## src/rtl/pbr_pkg.sv

```systemverilog
// Package for the page buffer replacement engine: commands, policies, status codes.
// No dependencies.
`default_nettype none
package pbr_pkg;
  localparam int unsigned PAGE_W = 10;

  typedef enum logic [1:0] {
    CMD_READ   = 2'd0,
    CMD_WRITE  = 2'd1,
    CMD_APPEND = 2'd2,
    CMD_FLUSH  = 2'd3
  } cmd_t;

  localparam logic [1:0] POL_LRU     = 2'd0;
  localparam logic [1:0] POL_MRU     = 2'd1;
  localparam logic [1:0] POL_NOCACHE = 2'd2;
  localparam logic [1:0] POL_UNUSED  = 2'd3;

  localparam logic [1:0] ST_OK    = 2'd0;
  localparam logic [1:0] ST_RANGE = 2'd1;
  localparam logic [1:0] ST_FULL  = 2'd2;

  localparam logic [0:0] CFG_POLICY   = 1'd0;
  localparam logic [0:0] CFG_CAPACITY = 1'd1;

  localparam int unsigned MAX_RES = 16;

  typedef struct packed {
    logic [1:0]        status;
    logic              hit;
    logic              fetch_needed;
    logic              direct_access;
    logic              victim_valid;
    logic [PAGE_W-1:0] victim_page;
    logic              writeback_needed;
    logic [PAGE_W-1:0] result_page;
    logic              last;
  } result_t;

  typedef struct packed {
    logic [1:0]        cmd;
    logic [PAGE_W-1:0] page_number;
  } request_t;

  // controller to datapath commands
  typedef struct packed {
    logic load;
    logic search;
    logic early;
    logic update;
    logic flush_step;
    logic flush_last;
  } pbr_cmd_t;

  // datapath to controller status
  typedef struct packed {
    logic is_flush;
    logic mfound;
    logic dfound;
    logic dmore;
    logic early;
  } pbr_sts_t;
endpackage
`default_nettype wire

```

## src/rtl/pbr_stream_if.sv

```systemverilog
// Valid/ready channel interface carrying one word of type T.
// No package dependency; the payload type T is a parameter.
`default_nettype none
interface pbr_stream_if #(parameter type T = logic) (input wire logic clk);
  logic valid;
  logic ready;
  T     data;
  modport source (output valid, output data, input ready);
  modport sink   (input valid, input data, output ready);
endinterface
`default_nettype wire

```

## src/rtl/pbr_datapath.sv

```systemverilog
// Datapath: recency-ordered tag/dirty list, counters, match search, result word.
// Depends on pbr_pkg; driven by pbr_ctrl commands.
`default_nettype none
module pbr_datapath
  import pbr_pkg::*;
#(
  parameter int SLOTS     = 16,
  parameter int MAX_PAGES = 1024
) (
  input  wire logic              clk,
  input  wire logic              rst,
  input  wire logic              cfg_we,
  input  wire logic              cfg_idx,
  input  wire logic [4:0]        cfg_data,
  input  wire request_t          req,
  input  wire pbr_cmd_t          cmd_in,
  output pbr_sts_t               sts,
  output result_t                res
);
  localparam int PW = (SLOTS > 1) ? $clog2(SLOTS) : 1;
  localparam int CW = $clog2(SLOTS + 1);
  localparam int NW = $clog2(MAX_PAGES + 1);

  logic [PAGE_W-1:0] tag   [SLOTS];
  logic              dirty [SLOTS];
  logic [CW-1:0]     count;
  logic [NW-1:0]     pages;
  logic [1:0]        policy;
  logic [4:0]        capacity;
  request_t          rq;
  logic [PW-1:0]     mpos;
  logic              mfound;
  logic [CW-1:0]     walk;

  logic [CW-1:0] ecap;
  logic          nocache;
  always_comb begin
    if (capacity == 5'd0) ecap = CW'(1);
    else if (32'(capacity) > SLOTS) ecap = CW'(SLOTS);
    else ecap = CW'(capacity);
  end
  assign nocache = policy[1];

  // one comparator per slot, registered match position
  logic [SLOTS-1:0] mvec;
  always_comb begin
    for (int i = 0; i < SLOTS; i++)
      mvec[i] = (tag[i] == rq.page_number) && (CW'(i) < count);
  end

  logic [PW-1:0] mpos_next;
  always_comb begin
    mpos_next = '0;
    for (int i = SLOTS - 1; i >= 0; i--)
      if (mvec[i]) mpos_next = PW'(i);
  end

  // next dirty slot at or after walk
  logic [SLOTS-1:0] dvec;
  always_comb begin
    for (int i = 0; i < SLOTS; i++)
      dvec[i] = dirty[i] && (CW'(i) < count) && (CW'(i) >= walk);
  end

  logic [PW-1:0] dpos;
  logic          dfound;
  always_comb begin
    dpos = '0;
    dfound = 1'b0;
    for (int i = SLOTS - 1; i >= 0; i--)
      if (dvec[i]) begin
        dpos = PW'(i);
        dfound = 1'b1;
      end
  end

  assign sts.is_flush  = (rq.cmd == CMD_FLUSH);
  assign sts.mfound    = mfound;
  assign sts.dfound    = dfound;
  // another dirty slot remains beyond the one reported now
  assign sts.dmore     = |(dvec & (dvec - SLOTS'(1)));
  assign sts.early     = (rq.cmd == CMD_APPEND) ? (32'(pages) >= MAX_PAGES || nocache)
                                                : (32'(rq.page_number) >= 32'(pages)
                                                   || nocache);

  // victim and reorder helpers
  logic [PW-1:0] rm_pos;
  logic          do_rm;
  logic [CW-1:0] n_after;
  logic          new_dirty;
  logic [PAGE_W-1:0] new_tag;
  always_comb begin
    do_rm = 1'b0;
    rm_pos = '0;
    new_dirty = (rq.cmd != CMD_READ);
    new_tag = (rq.cmd == CMD_APPEND) ? PAGE_W'(pages) : rq.page_number;
    if (rq.cmd != CMD_APPEND && mfound) begin
      do_rm = 1'b1;
      rm_pos = mpos;
      new_dirty = dirty[mpos] || (rq.cmd == CMD_WRITE);
    end else if (count >= ecap && count != '0) begin
      do_rm = 1'b1;
      rm_pos = (policy == POL_MRU) ? '0 : PW'(count - CW'(1));
    end
    n_after = do_rm ? count - CW'(1) : count;
    if (n_after >= CW'(SLOTS)) n_after = CW'(SLOTS - 1);
  end

  // result word for the command of this cycle
  result_t res_next;
  logic    bump_pages;
  always_comb begin
    res_next = res;
    bump_pages = 1'b0;
    if (cmd_in.early) begin
      res_next = '0;
      res_next.last = 1'b1;
      if (rq.cmd == CMD_APPEND) begin
        if (32'(pages) >= MAX_PAGES) res_next.status = ST_FULL;
        else begin
          res_next.direct_access = 1'b1;
          res_next.result_page = PAGE_W'(pages);
          bump_pages = 1'b1;
        end
      end else if (32'(rq.page_number) >= 32'(pages)) res_next.status = ST_RANGE;
      else begin
        res_next.direct_access = 1'b1;
        res_next.fetch_needed = (rq.cmd == CMD_READ);
        res_next.result_page = rq.page_number;
      end
    end else if (cmd_in.update) begin
      res_next = '0;
      res_next.last = 1'b1;
      res_next.result_page = new_tag;
      res_next.hit = (rq.cmd != CMD_APPEND) && mfound;
      res_next.fetch_needed = (rq.cmd == CMD_READ) && !mfound;
      if (do_rm && !(rq.cmd != CMD_APPEND && mfound)) begin
        res_next.victim_valid = 1'b1;
        res_next.victim_page = tag[rm_pos];
        res_next.writeback_needed = dirty[rm_pos];
      end
      bump_pages = (rq.cmd == CMD_APPEND);
    end else if (cmd_in.flush_step) begin
      res_next = '0;
      if (dfound) begin
        res_next.victim_valid = 1'b1;
        res_next.victim_page = tag[dpos];
        res_next.writeback_needed = 1'b1;
      end
      res_next.last = cmd_in.flush_last;
    end
  end

  always_ff @(posedge clk) begin
    if (rst) begin
      for (int i = 0; i < SLOTS; i++) begin
        tag[i] <= '0;
        dirty[i] <= 1'b0;
      end
      count    <= CW'(1);
      pages    <= NW'(1);
      policy   <= POL_LRU;
      capacity <= 5'd16;
      walk     <= '0;
      mfound   <= 1'b0;
      mpos     <= '0;
      res      <= '0;
    end else begin
      res <= res_next;
      if (bump_pages) pages <= pages + NW'(1);
      if (cfg_we) begin
        if (cfg_idx == CFG_POLICY) policy <= cfg_data[1:0];
        else capacity <= cfg_data;
      end
      if (cmd_in.load) begin
        rq   <= req;
        walk <= '0;
      end
      if (cmd_in.search) begin
        mfound <= |mvec;
        mpos <= mpos_next;
      end
      if (cmd_in.update) begin
        // close the gap at rm_pos and shift the head down by one
        for (int i = 1; i < SLOTS; i++) begin
          if (!do_rm || PW'(i) <= rm_pos) begin
            tag[i] <= tag[i-1];
            dirty[i] <= dirty[i-1];
          end
        end
        tag[0] <= new_tag;
        dirty[0] <= new_dirty;
        count <= n_after + CW'(1);
      end
      if (cmd_in.flush_step && dfound) begin
        dirty[dpos] <= 1'b0;
        walk <= CW'(dpos) + CW'(1);
      end
    end
  end
endmodule
`default_nettype wire

```

## src/rtl/pbr_ctrl.sv

```systemverilog
// Controller: sequences load, search, early or list update, and flush walk; owns the output handshake.
// Depends on pbr_pkg command and status types.
`default_nettype none
module pbr_ctrl
  import pbr_pkg::*;
(
  input  wire logic     clk,
  input  wire logic     rst,
  input  wire logic     in_valid,
  output logic          in_ready,
  output logic          out_valid,
  input  wire logic     out_ready,
  input  wire logic     out_last,
  input  wire pbr_sts_t sts,
  output pbr_cmd_t      cmd
);
  typedef enum logic [2:0] {S_IDLE, S_SEARCH, S_DECIDE, S_FLUSH, S_OUT} state_t;
  state_t   state;
  logic [4:0] nres;

  assign in_ready = (state == S_IDLE);

  always_comb begin
    cmd = '0;
    cmd.load = (state == S_IDLE) && in_valid;
    cmd.search = (state == S_SEARCH);
    cmd.early = (state == S_DECIDE) && !sts.is_flush && sts.early;
    cmd.update = (state == S_DECIDE) && !sts.is_flush && !sts.early;
    cmd.flush_step = (state == S_FLUSH);
    cmd.flush_last = (state == S_FLUSH) &&
                     (nres == 5'(MAX_RES - 1) || !sts.dfound || !sts.dmore);
  end

  always_ff @(posedge clk) begin
    if (rst) begin
      state <= S_IDLE;
      out_valid <= 1'b0;
      nres <= '0;
    end else begin
      unique case (state)
        S_IDLE: if (in_valid) state <= S_SEARCH;
        S_SEARCH: state <= S_DECIDE;
        S_DECIDE: begin
          nres <= '0;
          if (sts.is_flush) state <= S_FLUSH;
          else begin
            out_valid <= 1'b1;
            state <= S_OUT;
          end
        end
        S_FLUSH: begin
          // the word is flagged last when no dirty slot remains after it or the word limit is reached
          out_valid <= 1'b1;
          nres <= nres + 5'd1;
          state <= S_OUT;
        end
        S_OUT: if (out_ready) begin
          out_valid <= 1'b0;
          state <= out_last ? S_IDLE : S_FLUSH;
        end
        default: state <= S_IDLE;
      endcase
    end
  end
endmodule
`default_nettype wire

```

## src/rtl/page_buffer_replacement.sv

```systemverilog
// Top level of the page buffer replacement engine: controller plus datapath.
// Depends on pbr_pkg, pbr_stream_if, pbr_ctrl, pbr_datapath.
//
//  channel | dir | word
//  req     | in  | cmd, page_number
//  rsp     | out | status .. last
//  cfg     | in  | cfg_we, cfg_idx, cfg_data (policy=0, capacity=1)
//
// Read/write/append: accept, match search, list update or direct result, output.
// Flush: accept, search, decide, then a flush step and output per result word (one word when nothing
// is dirty, at most 16), priority scan over slots.
// Reset (synchronous) restores one resident page 0, all clean, LRU, capacity 16.
// A stalled result holds; no new word is taken until the last one leaves.
`default_nettype none
module page_buffer_replacement
  import pbr_pkg::*;
#(
  parameter int SLOTS     = 16,
  parameter int MAX_PAGES = 1024
) (
  input wire logic       clk,
  input wire logic       rst,
  input wire logic       cfg_we,
  input wire logic       cfg_idx,
  input wire logic [4:0] cfg_data,
  pbr_stream_if.sink     req,
  pbr_stream_if.source   rsp
);
  pbr_cmd_t cmd;
  pbr_sts_t sts;
  result_t  res;

  pbr_ctrl u_ctrl (
    .clk(clk), .rst(rst),
    .in_valid(req.valid), .in_ready(req.ready),
    .out_valid(rsp.valid), .out_ready(rsp.ready),
    .out_last(res.last), .sts(sts), .cmd(cmd)
  );

  pbr_datapath #(.SLOTS(SLOTS), .MAX_PAGES(MAX_PAGES)) u_dp (
    .clk(clk), .rst(rst),
    .cfg_we(cfg_we), .cfg_idx(cfg_idx), .cfg_data(cfg_data),
    .req(req.data), .cmd_in(cmd), .sts(sts), .res(res)
  );

  assign rsp.data = res;

  // never take a word while a result is pending
  a_no_overlap: assert property (@(posedge clk) disable iff (rst)
    rsp.valid |-> !req.ready) else $error("input taken while result pending");
  // a result word holds while stalled
  a_hold: assert property (@(posedge clk) disable iff (rst)
    rsp.valid && !rsp.ready |=> $stable(rsp.data)) else $error("result changed in stall");
endmodule
`default_nettype wire

```

## src/flat_wrapper.sv

```systemverilog
// flat-port wrapper written by rule: the top's interface ports become plain ports
module page_buffer_replacement_flat import pbr_pkg::*;
#(
  parameter int SLOTS     = 16,
  parameter int MAX_PAGES = 1024
)
  (clk, rst, cfg_we, cfg_idx, cfg_data, req_valid, req_data, req_ready, rsp_valid, rsp_data, rsp_ready);
  pbr_stream_if #(.T(request_t)) req_i (.clk(clk));
  pbr_stream_if #(.T(result_t)) rsp_i (.clk(clk));
  input wire logic clk;
  input wire logic rst;
  input wire logic cfg_we;
  input wire logic cfg_idx;
  input wire logic [4:0] cfg_data;
  input wire logic [$bits(req_i.valid)-1:0] req_valid;
  input wire logic [$bits(req_i.data)-1:0] req_data;
  output wire logic [$bits(req_i.ready)-1:0] req_ready;
  output wire logic [$bits(rsp_i.valid)-1:0] rsp_valid;
  output wire logic [$bits(rsp_i.data)-1:0] rsp_data;
  input wire logic [$bits(rsp_i.ready)-1:0] rsp_ready;
  assign req_i.valid = req_valid;
  assign req_i.data = req_data;
  assign req_ready = req_i.ready;
  assign rsp_valid = rsp_i.valid;
  assign rsp_data = rsp_i.data;
  assign rsp_i.ready = rsp_ready;
  page_buffer_replacement #(.SLOTS(SLOTS), .MAX_PAGES(MAX_PAGES)) u_core (.clk(clk), .rst(rst), .cfg_we(cfg_we), .cfg_idx(cfg_idx), .cfg_data(cfg_data), .req(req_i), .rsp(rsp_i));
endmodule
```

## config.mk

```make
export PLATFORM = sky130hd
export DESIGN_NAME = page_buffer_replacement_flat
export DESIGN_NICKNAME = d
export VERILOG_FILES = /design/src/rtl/pbr_pkg.sv /design/src/rtl/pbr_stream_if.sv /design/src/rtl/pbr_datapath.sv /design/src/rtl/pbr_ctrl.sv /design/src/rtl/page_buffer_replacement.sv /design/src/flat_wrapper.sv
export SDC_FILE = /design/constraint.sdc
export NUM_CORES = 1
export LEC_CHECK = 0
export BUFFER_PORTS_ARGS = -buffer_cell sky130_fd_sc_hd__buf_2
export CORE_UTILIZATION = 47
export DETAILED_ROUTE_END_ITERATION = 6
export PLACE_DENSITY_LB_ADDON = 0.25
export SYNTH_ARGS = -nofsm -noshare
export SYNTH_HDL_FRONTEND = slang
export SYNTH_HIERARCHICAL = 1
export SYNTH_SLANG_ARGS = --single-unit
export TNS_END_PERCENT = 50
```

## constraint.sdc

```tcl
create_clock -name clk -period 4.82 [get_ports clk]
set_clock_uncertainty 0.15 [all_clocks]
set_input_delay 0.241 -clock clk [delete_from_list [all_inputs] [get_ports clk]]
set_output_delay 0.241 -clock clk [all_outputs]
set_load 0.02 [all_outputs]
```

==> results of run 1 <==
layout make-up:
class | instances | share of cell area
inverter | 45 | 0.00862
tap | 461 | 0.0294
antenna | 1 | 0.000128
multi-input combinational | 1567 | 0.519
clock inverter | 26 | 0.0177
clock buffer | 32 | 0.0398
sequential | 262 | 0.325
timing repair buffer | 159 | 0.0607
power by group through the flow:
stage	registers [mW]	clock network, mW	logic [mW]
after floorplan	2.48	0	0.383
after global placement	2.52	0	0.535
after detailed placement	2.52	0	0.547
after CTS	2.47	2.64	0.567
after global routing	2.48	2.71	0.621
final	2.48	2.61	0.579
sequential cells by signal, summed over array words and instances, names as in the netlist, named ones only:
| register | count |
|---|---|
| u_core/u_dp/tag | 160 |
| u_core/u_dp/res | 28 |
| u_core/u_dp/dirty | 16 |
| u_core/u_dp/rq | 12 |
| u_core/u_dp/pages | 11 |
| u_core/u_ctrl/nres | 5 |
| u_core/u_dp/capacity | 5 |
| u_core/u_dp/count | 5 |
| u_core/u_dp/walk | 5 |
| u_core/u_dp/mpos | 4 |
| u_core/u_ctrl/state | 3 |
| u_core/u_dp/policy | 2 |
| u_core/u_ctrl/out_valid | 1 |
| u_core/u_dp/mfound | 1 |
what timing repair did:
action | CTS | global route
setup endpoints to repair | 0 | 1
gates resized for setup | 0 | 1
hold endpoints to repair | 23 | 0
hold buffers | 28 | 0
placed cells by master (no fill, tap or decap), types with 9 or more instances in the layout:
cell           count
o21a_1             9
a211oi_1          11
and3_1            30
nand3_1           37
nor4_1            34
and2_1            94
nand4_1           50
xnor2_1           83
mux4_2             9
nor2_1           123
dlygate4sd3_1     28
nor3_1            44
a221oi_1          11
o31ai_1           10
buf_2             51
buf_4             75
nand2b_1          47
a21oi_1           92
a22oi_1           24
nor2b_1           14
edfxtp_1         112
o2111ai_1          9
o22ai_1           20
clkbuf_16         31
mux2i_1          106
ha_1              26
a31oi_1           36
xor2_1            96
o21ai_0           78
o211ai_1          14
inv_1             43
a311oi_1          21
dfxtp_1          150
nand2_1          300
a32oi_1           10
final timing paths:
path,start,to,slack [ns],depth (start not counted)
worst max-delay path,u_core/u_dp/pages[1]$_SDFFE_PP0P_,u_core/u_dp/dirty[10]$_SDFFE_PP0P_,0.35,20
worst min-delay path,rst,u_core/u_dp/count[2]$_SDFFE_PP0P_,0.04,2
worst max register to register,u_core/u_dp/pages[1]$_SDFFE_PP0P_,u_core/u_dp/dirty[10]$_SDFFE_PP0P_,0.35,20
worst min register to register,u_core/u_dp/res[26]$_SDFFE_PP0P_,u_core/u_dp/res[26]$_SDFFE_PP0P_,0.31,2
per-stage QoR:
| stage | hold WS, ns | total power, mW | area (um^2) |
|---|---|---|---|
| final | 0.0419 | 5.67 | 19600 |
| after global placement | 0.268 | 3.06 | 18200 |
| after global routing | 0.0662 | 5.82 | 19600 |
| after detailed placement | 0.269 | 3.07 | 18200 |
| after floorplan | 0.190 | 2.87 | 17300 |
| after CTS | 0.0277 | 5.68 | 19600 |
worst max-delay path: cells and delay by family, from the launching register on:
kind | cells | cell delay, ns
AO/OA/AOI/OAI | 11 | 2.01
adder cells (fa/ha/maj) | 1 | 0.32
buffers and inverters | 3 | 0.59
flip-flops | 1 | 0.44
AND/OR/NAND/NOR | 5 | 0.81
routing by layer:
layer,global-route usage,up-vias
li1,-,7388
met1,0.468,7947
met2,0.497,997
met3,0.0659,176
met4,0.125,0
met5,0,-
==> summary.md, run 1 <==
| Metric | Value |
|---|---|
| Syn. warnings | `6` |
| Setup slack after layout | `between 0.3 and 0.4 ns` |
| Period minus WS final | `between 4 and 5 ns` |
| Slowest CP cell | `dfxtp_1` |
| Die ar. | `approximately 37000 um^2` |
| Final setup viols | `0` |
| Layout cells sized above 1 | `0.108` |
| CTS clk-pin slew, worst paths | `0.06 ns` |
| DR top layer | `met4` |
| Core region area | `about 36000 um^2` |
| Leakage Power | `7.32 nW` |
| Cell seen most often among critical-path stages | `o21a_1` |
| First-pass GRT wire length | `roughly 95000 um` |
| CP max stage delay | `about 0.44 ns` |
| DRT Wirelength | `roughly 64000 um` |
| Final slew viol count | `0` |
| Ports | `53` |
| Clock root buffer | `clkbuf_16` |
| Max-slew headroom | `0.151` |
| Post-route ant nets | `0` |
| Final Cycle Share | `0.928` |
| CP arrival | `4.79 ns` |
| Worst Tran Pin Value | `1.27 ns` |
| Initial antenna violation count | `1` |
| Post-CTS setup repair buffer count | `0` |
| Die Y | `between 150 and 200 um` |
| Wire length on met1 | `~27000 um` |
| Cell count after synthesis | `between 2000 and 2500` |
| Syn Nets | `slightly above 2000` |
| Netlist Area Pre-Place | `roughly 17000 um^2` |
| Fin. Hold Viols | `0` |
| Finished Core Util | `0.547` |
| Kind of critical path | `reg -> reg` |
| Detailed Routing Iterations Pass 1 | `6` |
| TritonCTS clock tree | `built` |
| Largest net degree at the start of global routing | `75` |
| Residual DRC | `0` |
| Port Buf Inserts | `52` |
| F_max | `0.224 GHz` |
| Setup TNS Final | `0 ns` |
| Data required, critical path | `around 5.1 ns` |
| Crit start category | `flop` |
| GP Congestion | `1.01` |
| Max_cap viols | `0` |
| CTS buffer count | `31` |
| Combinational cell fraction of total power | `0.102` |
| Type of the worst min-delay path | `in -> reg` |
| Num Clock Sinks | `between 200 and 300` |
| Multi-input gate area | `between 10000 and 15000 um^2` |
| Outcome | `completed` |
| Clock power share | `0.461` |
| RSZ-0062 raised after global routing | `no` |
| DP HPWL | `roughly 47000 um` |
| Sequence of cells on the critical path | `inv_1 -> ha_1 -> nor2b_1 -> o21a_1 -> o21a_1 -> o21a_1 -> o21a_1 -> o2111ai_1 -> a41o_1 -> nand2_1 -> a21o_1 -> nor4_4 -> nand2b_1 -> a21oi_1 -> buf_4 -> o31a_1 -> buf_4 -> nor3b_1 -> a21oi_1 -> a31oi_1` |
| Initial Util | `0.481` |
| Worst vdd rail ir drop | `roughly 0.28 mV` |
| Critical Path Fanout Max | `22` |
| Clk_lat worst skew | `between 0.6 and 0.7 ns` |
| DR vias/cell | `about 6.5` |
| WL/cell | `around 25 um` |
| Met2 WL | `between 20000 and 30000 um` |
| Mapped Avg Cell Area | `8.55 um^2` |
| Die span in x | `around 190 um` |
| # fillers | `roughly 3300` |
| Switching part of the total | `0.267` |
| Routed vias | `approximately 17000` |
| Total GRT Usage | `0.331` |
| Post-route insts no fill | `2553` |
| Cell Pwr Density | `slightly below 300 nW/um^2` |
| Switching Power | `1.51 mW` |
| Register area | `around 6400 um^2` |
| Sequential Power Share | `0.437` |
| Placement Rows | `69` |
| CP endpoint kind | `flop` |
| Clock Tree Buf Depth | `3` |
| Nets | `between 2000 and 2500` |
| Grt total ovfl | `0` |
| P_int | `4.15 mW` |
| Placed cell count | `roughly 2500` |
| Htree depth | `1` |
| Vias in the first global route | `roughly 15000` |
| WL met3 | `6930 um` |
| Syn-to-layout area delta | `13.6%` |
| DRT iter0 DRCs | `~2100` |
| Pre-CTS setup slack | `roughly 0.45 ns` |
Note: power is estimated with default switching activity, not from simulation.
==> inputs of run 2 (changes only) <==
Settings changed: CORE_MARGIN set to 5.
==> run 2 against run 1 <==
Hold slack gained 0.078 ns. Routed wire length grew 2.0%. Cell area grew 0.25%. Sequential share of layout area shrank 0.080 points. Non-clock buffer count shrank 5. First-iteration DRC count grew 2.1%. Cell count grew 0.20%. Critical endpoint is now u_core/u_dp/res[20]$_SDFFE_PP0P_. Largest cell class unchanged. Highest routed layer is now met5.
==> summary.md, run 2 (synthesis results as in run 1) <==
| Metric | Value |
|---|---|
| Switching Power | `between 1.5 and 2 mW` |
| Clock Tree Buf Depth | `3` |
| P_int | `4.23 mW` |
| Detailed Routing Iterations Pass 1 | `6` |
| Initial antenna violation count | `3` |
| Ant diodes | `0` |
| RR Startpoint | `u_core/u_dp/pages[1]$_SDFFE_PP0P_` |
| WL/cell | `~25 um` |
| DRT iter0 DRCs | `2191` |
| Layout cells sized above 1 | `0.107` |
| Htree depth | `2` |
| Sequence of cells on the critical path | `inv_1 -> ha_1 -> nor2b_1 -> o21a_1 -> o21a_1 -> o21a_1 -> o21a_1 -> o2111ai_1 -> a41o_1 -> nand2_1 -> a21o_1 -> nor4_4 -> nand2_1 -> nor2_1 -> buf_4 -> nand2_1 -> a311oi_1 -> a211oi_1 -> o311ai_0` |
| Clock power share | `0.468` |
| Slowest CP cell | `nor2_1` |
| Crit start category | `flop` |
| RSZ-0062 raised after global routing | `no` |
| CP arrival | `a little under 5 ns` |
| Syn-to-layout area delta | `13.9%` |
| Max-slew headroom | `0.173` |
| Post-route insts no fill | `between 2000 and 3000` |
| Type of the worst min-delay path | `in -> reg` |
| Port Buf Inserts | `52` |
| F_max | `approximately 0.22 GHz` |
| DRT Wirelength | `between 60000 and 70000 um` |
| Flop2flop setup slack | `0.29 ns` |
| Outcome | `completed` |
| Die Y | `between 200 and 250 um` |
| Hold path cells | `2` |
| Num Clock Sinks | `approximately 260` |
| Core region area | `36400 um^2` |
| Period minus WS final | `~4.5 ns` |
| Fin. Hold Viols | `0` |
| Placement Rows | `70` |
| Commonest non-fill, non-tap cell in the layout | `nand2_1` |
| Worst Tran Pin Value | `about 1.2 ns` |
| Die span in x | `between 200 and 250 um` |
| Kind of critical path | `reg -> reg` |
| Placed cell count | `2467` |
| CP max stage delay | `between 0.4 and 0.5 ns` |
| Data required, critical path | `approximately 5 ns` |
| Sequential Power Share | `0.431` |
| Total GRT Usage | `0.307` |
| Residual DRC | `0` |
| Largest Register | `u_core/u_dp/tag` |
| Largest net degree at the start of global routing | `75` |
| Commonest cells after routing, fill and taps aside | `nand2_1, dfxtp_1, nor2_1, edfxtp_1, mux2i_1` |
| FF-to-FF path depth | `19` |
| Cell seen most often among critical-path stages | `o21a_1` |
| Max reg flops | `160` |
| DR vias/cell | `6.44` |
| GP Congestion | `approximately 0.96` |
| Max_cap viols | `0` |
| TritonCTS clock tree | `built` |
| First-pass GRT wire length | `96700 um` |
| Worst Hold End | `u_core/u_dp/policy[0]$_SDFFE_PP0P_` |
| Vias in the first global route | `between 15000 and 20000` |
| Clk_lat worst skew | `around 0.57 ns` |
| Critical R2R Capture | `u_core/u_dp/res[20]$_SDFFE_PP0P_` |
| CTS clk-pin slew, worst paths | `0.06 ns` |
| Nets | `roughly 2100` |
| Cell Pwr Density | `293 nW/um^2` |
| Routed vias | `~16000` |
| Final slew viol count | `0` |
| CTS buffer count | `34` |
| Post-route ant nets | `0` |
| Setup TNS Final | `0 ns` |
| Worst vdd rail ir drop | `0.244 mV` |
| DP HPWL | `between 40000 and 50000 um` |
| Grt total ovfl | `0` |
| Final Cycle Share | `0.940` |
| Die ar. | `40600 um^2` |
| Largest registers | `u_core/u_dp/tag (160), u_core/u_dp/res (28), u_core/u_dp/dirty (16)` |
| Ports | `53` |
| Leakage Power | `roughly 7.3 nW` |
| Combinational cell fraction of total power | `0.101` |
| CP endpoint kind | `flop` |
| Critical Path Fanout Max | `9` |
| Switching part of the total | `0.265` |
| Clock root buffer | `clkbuf_16` |
| Hold_sp | `rst` |
| Initial Util | `0.473` |
| Final setup viols | `0` |
==> run 2: changes by cell type in the layout (fill, tap and decap cells not counted), moves of 2 or more <==
cell and delta:
bufinv_16 -3, clkbuf_16 +4, clkbuf_4 +3, buf_4 -7, clkbuf_1 +3, clkbuf_8 +4, clkinvlp_4 -2, buf_12 +2
==> run 2: area by class of cell <==
cell class                 instances  area [um^2]
fill                            3381        16800
sequential                       262         6370
clock buffer                      46          968
timing repair buffer             154         1180
clock inverter                    16          210
tap                              468          586
inverter                          45          169
multi-input combinational       1567        10200
==> run 2: repair_timing <==
action | in CTS | in global routing
setup buffers | 0 | 0
setup endpoints to repair | 0 | 1
endpoints found under the hold margin | 22 | 0
gates resized for setup | 0 | 1
hold buffers | 29 | 0
==> run 2: power groups by stage <==
| stage | registers (mW) | logic (mW) | clock network (mW) |
|---|---|---|---|
| after floorplan | 2.48 | 0.383 | 0 |
| final | 2.48 | 0.580 | 2.69 |
| after global placement | 2.52 | 0.536 | 0 |
| after CTS | 2.48 | 0.568 | 2.73 |
| after detailed placement | 2.52 | 0.547 | 0 |
| after global routing | 2.48 | 0.620 | 2.83 |
==> run 2: layer usage <==
layer  share of wire  GRT usage  up-vias
li1                -          -     7393
met1            0.43      0.442     7865
met2            0.43      0.460     1036
met3            0.11     0.0567      174
met4           0.039      0.118        2
met5         0.00020          0        -
==> run 2: worst max-delay path by stage <==
| stage | from | endpoint | slack (ns) | cells after the start |
|---|---|---|---|---|
| after global placement | u_core/u_dp/count[0]$_SDFFE_PP1P_ | u_core/u_dp/res[17]$_SDFFE_PP0P_ | 0.42 | 11 |
| after floorplan | u_core/u_dp/rq[0]$_DFFE_PP_ | u_core/u_dp/tag[7][0]$_SDFFCE_PN0P_ | 0.14 | 18 |
| final | u_core/u_dp/pages[1]$_SDFFE_PP0P_ | u_core/u_dp/res[20]$_SDFFE_PP0P_ | 0.29 | 19 |
| after global routing | u_core/u_dp/pages[1]$_SDFFE_PP0P_ | u_core/u_dp/dirty[13]$_SDFFE_PP0P_ | 0.01 | 19 |
| after detailed placement | u_core/u_dp/pages[1]$_SDFFE_PP0P_ | u_core/u_dp/dirty[1]$_SDFFE_PP0P_ | 0.37 | 18 |
| after CTS | u_core/u_dp/pages[1]$_SDFFE_PP0P_ | u_core/u_dp/dirty[1]$_SDFFE_PP0P_ | 0.34 | 18 |
==> run 2: worst max-delay path: cells and delay by family (launching register included) <==
kind                     cells  cell delay (ns)
adder cells (fa/ha/maj)      1             0.32
buffers and inverters        2             0.40
flip-flops                   1             0.44
AO/OA/AOI/OAI               10             1.82
AND/OR/NAND/NOR              6             1.28
==> run 2: per-stage QoR <==
step | utilization | hold WS, ns | power, mW | setup WS, ns | area (um^2)
6_report | 0.539 | 0.120 | 5.75 | 0.287 | 19700
5_1_grt | 0.539 | 0.140 | 5.93 | 0.0133 | 19700
3_3_place_gp | 0.499 | 0.268 | 3.06 | 0.423 | 18200
4_1_cts | 0.539 | 0.108 | 5.77 | 0.343 | 19600
3_5_place_dp | 0.499 | 0.269 | 3.07 | 0.375 | 18200
2_1_floorplan | - | 0.190 | 2.87 | 0.136 | 17300
